**config.mk**
```make
export PLATFORM = sky130hd
export DESIGN_NAME = ardse_ctrl
export DESIGN_NICKNAME = d
export VERILOG_FILES = /design/src/hw/rtl/ardse_pkg.sv /design/src/hw/rtl/ardse_ctrl.sv
export SDC_FILE = /design/constraint.sdc
export NUM_CORES = 1
export LEC_CHECK = 0
export BUFFER_PORTS_ARGS = -buffer_cell sky130_fd_sc_hd__buf_2
export CAP_MARGIN = 25
export CELL_PAD_IN_SITES_DETAIL_PLACEMENT = 1
export CELL_PAD_IN_SITES_GLOBAL_PLACEMENT = 2
export CORE_AREA = 2 2 71 46
export CTS_CLUSTER_SIZE = 10
export DETAILED_ROUTE_END_ITERATION = 10
export DIE_AREA = 0 0 73 48
export GPL_TIMING_DRIVEN = 1
export MAX_ROUTING_LAYER = met4
export PLACE_DENSITY = 0.92
export SETUP_SLACK_MARGIN = 0.3
export SYNTH_ARGS = -nofsm -noshare
export SYNTH_HDL_FRONTEND = slang
export SYNTH_SLANG_ARGS = --single-unit
```
**constraint.sdc**
```tcl
create_clock -name aclk -period 5.8 [get_ports aclk]
set_input_delay 0.87 -clock aclk [delete_from_list [all_inputs] [get_ports aclk]]
set_output_delay 0.87 -clock aclk [all_outputs]
set_load 0.05 [all_outputs]
```
**src/hw/rtl/ardse_pkg.sv**
```systemverilog
package ardse_pkg;

    localparam int MAX_DIMS_DEF = 6;
    localparam int NUM_INV      = 6;
    localparam int CFG_W        = 24;
    localparam int CFG_IDX_W    = 3;
    localparam int MUL_W        = 64;
    localparam int DIG_W        = 16;
    localparam int DIV_N        = 57;
    localparam int DIV_D        = 24;

    localparam logic [63:0] LOG2E_Q24  = 64'd24204406;
    localparam logic [63:0] LN2_Q32    = 64'd2977044472;
    localparam logic [39:0] JITTER_Q24 = 40'd16777;
    localparam logic [32:0] ONE_Q32    = 33'h1_0000_0000;
    localparam logic [3:0]  HORNER_K0  = 4'd10;

    typedef enum logic [2:0] {
        REG_AMP  = 3'd0,
        REG_DIMS = 3'd1,
        REG_INV0 = 3'd2,
        REG_INV1 = 3'd3,
        REG_INV2 = 3'd4,
        REG_INV3 = 3'd5,
        REG_INV4 = 3'd6,
        REG_INV5 = 3'd7
    } cfg_reg_t;

    typedef enum logic [2:0] {SH_0, SH_16, SH_25, SH_32, SH_40} shift_t;
    typedef enum logic [1:0] {SAT_40, SAT_48, SAT_64} sat_t;

    typedef enum logic [3:0] {
        MOP_NONE, MOP_TERM, MOP_Y, MOP_Z, MOP_HT, MOP_S2, MOP_KV,
        MOP_C3A, MOP_C3, MOP_G1, MOP_LG
    } mop_t;

    typedef enum logic {DOP_HORNER, DOP_SG} dop_t;

    typedef enum logic [2:0] {
        ACT_NONE, ACT_LOAD, ACT_SQ, ACT_ADVANCE, ACT_HINIT, ACT_EXP, ACT_OUT_LOAD
    } act_t;

    typedef enum logic [4:0] {
        ST_IDLE, ST_SQ, ST_TERM_GO, ST_TERM_WAIT, ST_DECIDE,
        ST_Y_GO, ST_Y_WAIT, ST_Z_GO, ST_Z_WAIT, ST_HINIT,
        ST_HT_GO, ST_HT_WAIT, ST_HD_GO, ST_HD_WAIT, ST_EXP,
        ST_S2_GO, ST_S2_WAIT, ST_KV_GO, ST_KV_WAIT, ST_SG_GO, ST_SG_WAIT,
        ST_C3A_GO, ST_C3A_WAIT, ST_C3_GO, ST_C3_WAIT, ST_G1_GO, ST_G1_WAIT,
        ST_LG_GO, ST_LG_WAIT, ST_OUT
    } state_t;

    typedef struct packed {
        logic mul_start;
        logic div_start;
        mop_t mop;
        dop_t dop;
        act_t act;
    } dp_cmd_t;

    typedef struct packed {
        logic mul_done;
        logic div_done;
        logic close;
        logic horner_last;
        logic emit_last;
        logic out_free;
    } dp_stat_t;

endpackage

```
**src/hw/rtl/ardse_ctrl.sv**
```systemverilog
module ardse_ctrl (
    input  logic                aclk,
    input  logic                aresetn,
    input  logic                s_axis_tvalid,
    output logic                s_axis_tready,
    input  ardse_pkg::dp_stat_t stat,
    output ardse_pkg::dp_cmd_t  cmd
);
    ardse_pkg::state_t state_reg, state_next;

    always_ff @(posedge aclk) begin
        if (!aresetn) begin
            state_reg <= ardse_pkg::ST_IDLE;
        end else begin
            state_reg <= state_next;
        end
    end

    always_comb begin
        state_next    = state_reg;
        s_axis_tready = 1'b0;
        cmd.mul_start = 1'b0;
        cmd.div_start = 1'b0;
        cmd.mop       = ardse_pkg::MOP_NONE;
        cmd.dop       = ardse_pkg::DOP_HORNER;
        cmd.act       = ardse_pkg::ACT_NONE;
        unique case (state_reg)
            ardse_pkg::ST_IDLE: begin
                s_axis_tready = 1'b1;
                if (s_axis_tvalid) begin
                    cmd.act    = ardse_pkg::ACT_LOAD;
                    state_next = ardse_pkg::ST_SQ;
                end
            end
            ardse_pkg::ST_SQ: begin
                cmd.act    = ardse_pkg::ACT_SQ;
                state_next = ardse_pkg::ST_TERM_GO;
            end
            ardse_pkg::ST_TERM_GO: begin
                cmd.mop = ardse_pkg::MOP_TERM; cmd.mul_start = 1'b1;
                state_next = ardse_pkg::ST_TERM_WAIT;
            end
            ardse_pkg::ST_TERM_WAIT: begin
                cmd.mop = ardse_pkg::MOP_TERM;
                if (stat.mul_done) state_next = ardse_pkg::ST_DECIDE;
            end
            ardse_pkg::ST_DECIDE: begin
                if (stat.close) begin
                    state_next = ardse_pkg::ST_Y_GO;
                end else begin
                    cmd.act    = ardse_pkg::ACT_ADVANCE;
                    state_next = ardse_pkg::ST_IDLE;
                end
            end
            ardse_pkg::ST_Y_GO: begin
                cmd.mop = ardse_pkg::MOP_Y; cmd.mul_start = 1'b1;
                state_next = ardse_pkg::ST_Y_WAIT;
            end
            ardse_pkg::ST_Y_WAIT: begin
                cmd.mop = ardse_pkg::MOP_Y;
                if (stat.mul_done) state_next = ardse_pkg::ST_Z_GO;
            end
            ardse_pkg::ST_Z_GO: begin
                cmd.mop = ardse_pkg::MOP_Z; cmd.mul_start = 1'b1;
                state_next = ardse_pkg::ST_Z_WAIT;
            end
            ardse_pkg::ST_Z_WAIT: begin
                cmd.mop = ardse_pkg::MOP_Z;
                if (stat.mul_done) state_next = ardse_pkg::ST_HINIT;
            end
            ardse_pkg::ST_HINIT: begin
                cmd.act    = ardse_pkg::ACT_HINIT;
                state_next = ardse_pkg::ST_HT_GO;
            end
            // taylor series for exp(-z), one horner step per pass
            ardse_pkg::ST_HT_GO: begin
                cmd.mop = ardse_pkg::MOP_HT; cmd.mul_start = 1'b1;
                state_next = ardse_pkg::ST_HT_WAIT;
            end
            ardse_pkg::ST_HT_WAIT: begin
                cmd.mop = ardse_pkg::MOP_HT;
                if (stat.mul_done) state_next = ardse_pkg::ST_HD_GO;
            end
            ardse_pkg::ST_HD_GO: begin
                cmd.dop = ardse_pkg::DOP_HORNER; cmd.div_start = 1'b1;
                state_next = ardse_pkg::ST_HD_WAIT;
            end
            ardse_pkg::ST_HD_WAIT: begin
                cmd.dop = ardse_pkg::DOP_HORNER;
                if (stat.div_done) begin
                    state_next = stat.horner_last ? ardse_pkg::ST_EXP : ardse_pkg::ST_HT_GO;
                end
            end
            ardse_pkg::ST_EXP: begin
                cmd.act    = ardse_pkg::ACT_EXP;
                state_next = ardse_pkg::ST_S2_GO;
            end
            ardse_pkg::ST_S2_GO: begin
                cmd.mop = ardse_pkg::MOP_S2; cmd.mul_start = 1'b1;
                state_next = ardse_pkg::ST_S2_WAIT;
            end
            ardse_pkg::ST_S2_WAIT: begin
                cmd.mop = ardse_pkg::MOP_S2;
                if (stat.mul_done) state_next = ardse_pkg::ST_KV_GO;
            end
            ardse_pkg::ST_KV_GO: begin
                cmd.mop = ardse_pkg::MOP_KV; cmd.mul_start = 1'b1;
                state_next = ardse_pkg::ST_KV_WAIT;
            end
            ardse_pkg::ST_KV_WAIT: begin
                cmd.mop = ardse_pkg::MOP_KV;
                if (stat.mul_done) state_next = ardse_pkg::ST_SG_GO;
            end
            // zero amplitude divides to all ones, which saturates as required
            ardse_pkg::ST_SG_GO: begin
                cmd.dop = ardse_pkg::DOP_SG; cmd.div_start = 1'b1;
                state_next = ardse_pkg::ST_SG_WAIT;
            end
            ardse_pkg::ST_SG_WAIT: begin
                cmd.dop = ardse_pkg::DOP_SG;
                if (stat.div_done) state_next = ardse_pkg::ST_C3A_GO;
            end
            ardse_pkg::ST_C3A_GO: begin
                cmd.mop = ardse_pkg::MOP_C3A; cmd.mul_start = 1'b1;
                state_next = ardse_pkg::ST_C3A_WAIT;
            end
            ardse_pkg::ST_C3A_WAIT: begin
                cmd.mop = ardse_pkg::MOP_C3A;
                if (stat.mul_done) state_next = ardse_pkg::ST_C3_GO;
            end
            ardse_pkg::ST_C3_GO: begin
                cmd.mop = ardse_pkg::MOP_C3; cmd.mul_start = 1'b1;
                state_next = ardse_pkg::ST_C3_WAIT;
            end
            ardse_pkg::ST_C3_WAIT: begin
                cmd.mop = ardse_pkg::MOP_C3;
                if (stat.mul_done) state_next = ardse_pkg::ST_G1_GO;
            end
            ardse_pkg::ST_G1_GO: begin
                cmd.mop = ardse_pkg::MOP_G1; cmd.mul_start = 1'b1;
                state_next = ardse_pkg::ST_G1_WAIT;
            end
            ardse_pkg::ST_G1_WAIT: begin
                cmd.mop = ardse_pkg::MOP_G1;
                if (stat.mul_done) state_next = ardse_pkg::ST_LG_GO;
            end
            ardse_pkg::ST_LG_GO: begin
                cmd.mop = ardse_pkg::MOP_LG; cmd.mul_start = 1'b1;
                state_next = ardse_pkg::ST_LG_WAIT;
            end
            ardse_pkg::ST_LG_WAIT: begin
                cmd.mop = ardse_pkg::MOP_LG;
                if (stat.mul_done) state_next = ardse_pkg::ST_OUT;
            end
            ardse_pkg::ST_OUT: begin
                if (stat.out_free) begin
                    cmd.act    = ardse_pkg::ACT_OUT_LOAD;
                    state_next = stat.emit_last ? ardse_pkg::ST_IDLE : ardse_pkg::ST_C3A_GO;
                end
            end
            default: state_next = ardse_pkg::ST_IDLE;
        endcase
    end
endmodule

```
==> impl_metrics.toml <==
[global_routing]
antenna_found_initial = 0
grt_overflow = 0
grt_pass1_vias = 901
grt_pass1_wl_mm = 4.464
grt_use_total = 0.1713
grt_max_degree = 36

[finish]
final_cell_mix = "buf_2 (19), nor2_1 (12), o21ai_0 (12), a21oi_1 (11), nand2_1 (9)"
largest_register_ffs = 5
syn_to_final_growth_pct = 17.48
final_nets = 142
antenna_cells = 0
drive_above_1_share = 0.1818
layout_commonest_cell = "buf_2"

[clocking]
clk_latency_ns = 0.22
clk_pin_slew_ns = 0.03
htree_levels = 1
cts_root_buffer = "clkbuf_8"
clock-sinks = 5
cts_buffers = 3
ctsHoldBuffers = 0
ctsResizeCount = 0
cts_tree = "yes"
post-cts-setup-buffers = 0
clock_path_buffers = 2

[timing]
rsz0062_at_grt = "no"
layout_min_cycle_time_ns = 3.177
finalCritPeriodShare = 0.5477
hold_viol_final = 0
tns_ns = 0
slew_headroom = 0.4084
finClkSkew_ns = 0.0006511
slew_violations = 0
max_freq_ghz = 0.3148
worstMarginPinSlew_ns = 0.8862
setup_viol = 0
whs_ns = 0.7462

[detailed_routing]
final_antenna_net_count = 0
firstDrtPassIters = 4
viasPerCell = 6.042
routed-via-count = 1003
drc = 0
drt_first_iter_violations = 114
finalWirelength_mm = 2.673
wl_per_cell_um = 16.10

[floorplan]
num_rows = 15
pin_count = 20
start_util = 0.2841
fp.coreArea_sq_um = 2796
fp.dieW_um = 73
fp.dieH_um = 48
die_area_sq_um = 3504

[placed_design]
place_congestion = 0.8702
port_buffers = 19
dp_hpwl_mm = 1.930

[logic_synthesis]
synth_seq_cells = 5
synth_top_area_share = 0.1260
synth_top_area_cell = "dfxtp_1"
ys_types = 44
synthesis.nets = 131
synth.avg_cell_area_sq_um = 6.512
syn-instance-count = 122
ys_seq_area_frac = 0.1260
syn_area_sq_um = 794.5
yosysWarnings = 0
yosys-top-cells-area = "dfxtp_1 (13%), o21ai_0 (7.6%), a21oi_1 (6.9%), nor2_1 (5.7%), o41ai_1 (4.4%)"

[critical_path]
critPathRequiredTime_ns = 4.93
crit_fanout = 20
cp-start-kind = "flop"
criticalPathCategory = "reg2out"
arrival_ns = 2.31
crit_path_end_kind = "output port"

[min_path]
min_path_type = "reg2reg"

[status]
status = "completed"

[run]
timing.max_cap.violations = 0

[power]
leakagePower_nw = 0.3485
irDropWorstVdd_v = 0.0001880
powerDensity_nw_per_um2 = 538.3
## worst paths after layout
| path | start | end | slack (ns) | depth (start not counted) |
|---|---|---|---|---|
| setup / recovery | state_reg[2] | cmd[1] | 2.62 | 5 |
| hold / removal | state_reg[0] | state_reg[0] | 0.75 | 3 |
| setup reg to reg | state_reg[4] | state_reg[1] | 3.35 | 5 |
| hold reg to reg | state_reg[0] | state_reg[0] | 0.75 | 3 |
## report_power, final
part / leakage (nW) / switching (mW) / internal (mW)
logic: 0.285 / 0.236 / 0.115
clock network: 0.0228 / 0.0170 / 0.0472
registers: 0.0409 / 0.0424 / 0.0450
## cell families (layout without fill, tap and decap cells)
kind of cell,after synthesis,after routing,share of synthesized area
AOI/OAI and AO/OA,48,48,0.4000
and+or+nand+nor,47,47,0.3165
buffers and inverters,18,28,0.1087
DFF,5,5,0.1260
xor gates and xnor gates,2,2,0.02205
muxes,2,2,0.02677
## cell usage after synthesis, drive strengths merged
| master | n |
|---|---|
| a211oi | 3 |
| a41oi | 1 |
| or4 | 2 |
| a22oi | 1 |
| o311a | 1 |
| mux2i | 1 |
| nand4 | 1 |
| nor4b | 1 |
| o22ai | 1 |
| or2b | 2 |
| a21oi | 11 |
| o32ai | 1 |
| xor2 | 2 |
| o31ai | 2 |
| nor3 | 5 |
| o21a | 3 |
| and4 | 1 |
| o311ai | 1 |
| o41ai | 4 |
| nand3 | 4 |
| o211ai | 2 |
| nand3b | 1 |
| dfxtp | 5 |
| nand2b | 2 |
| a2111oi | 1 |
| a32o | 1 |
| a2bb2oi | 1 |
| nor2b | 1 |
| o21ai | 13 |
| nor2 | 12 |
| nor4 | 3 |
| nor4bb | 1 |
| o31a | 1 |
| nand2 | 9 |
| inv | 4 |
| and3 | 1 |
| clkbuf | 7 |
| mux2 | 1 |
| buf | 7 |
| or3b | 1 |
## per-stage QoR
stage	power, mW	area, sq um	worst slack [ns]	utilization	instances
after floorplan	0.3586	794.5	2.092	-	122
after global placement	0.4084	860.8	2.953	0.3078	161
after detailed placement	0.4191	860.8	2.870	0.3078	161
after CTS	0.4863	905.9	2.605	0.3239	165
after global routing	0.5441	933.4	2.444	0.3338	166
final	0.5025	933.4	2.623	0.3338	166
## metal layers
metal | share of wire | GRT usage
met1 | 0.51 | 0.2386
met2 | 0.43 | 0.2685
met3 | 0.057 | 0.03368
met4 | 0.0026 | 0.01111
met5 | 0 | -
## layout make-up
| class | count | area, sq um |
|---|---|---|
| flip-flops and latches | 5 | 100.1 |
| inverters | 4 | 15.01 |
| repair buffers | 20 | 122.6 |
| well taps | 34 | 42.54 |
| fillers | 371 | 1863 |
| multi-input cells | 99 | 608.1 |
| clock buffers | 4 | 45.04 |
## worst max-delay path: stages, from the launching register on
cell and delay (ns):
dfxtp_1 0.77, inv_1 0.36, nor3_1 0.25, a21oi_1 0.07, o41ai_1 0.30, buf_2 0.34
No activity file was read; power rests on OpenSTA's default activity.
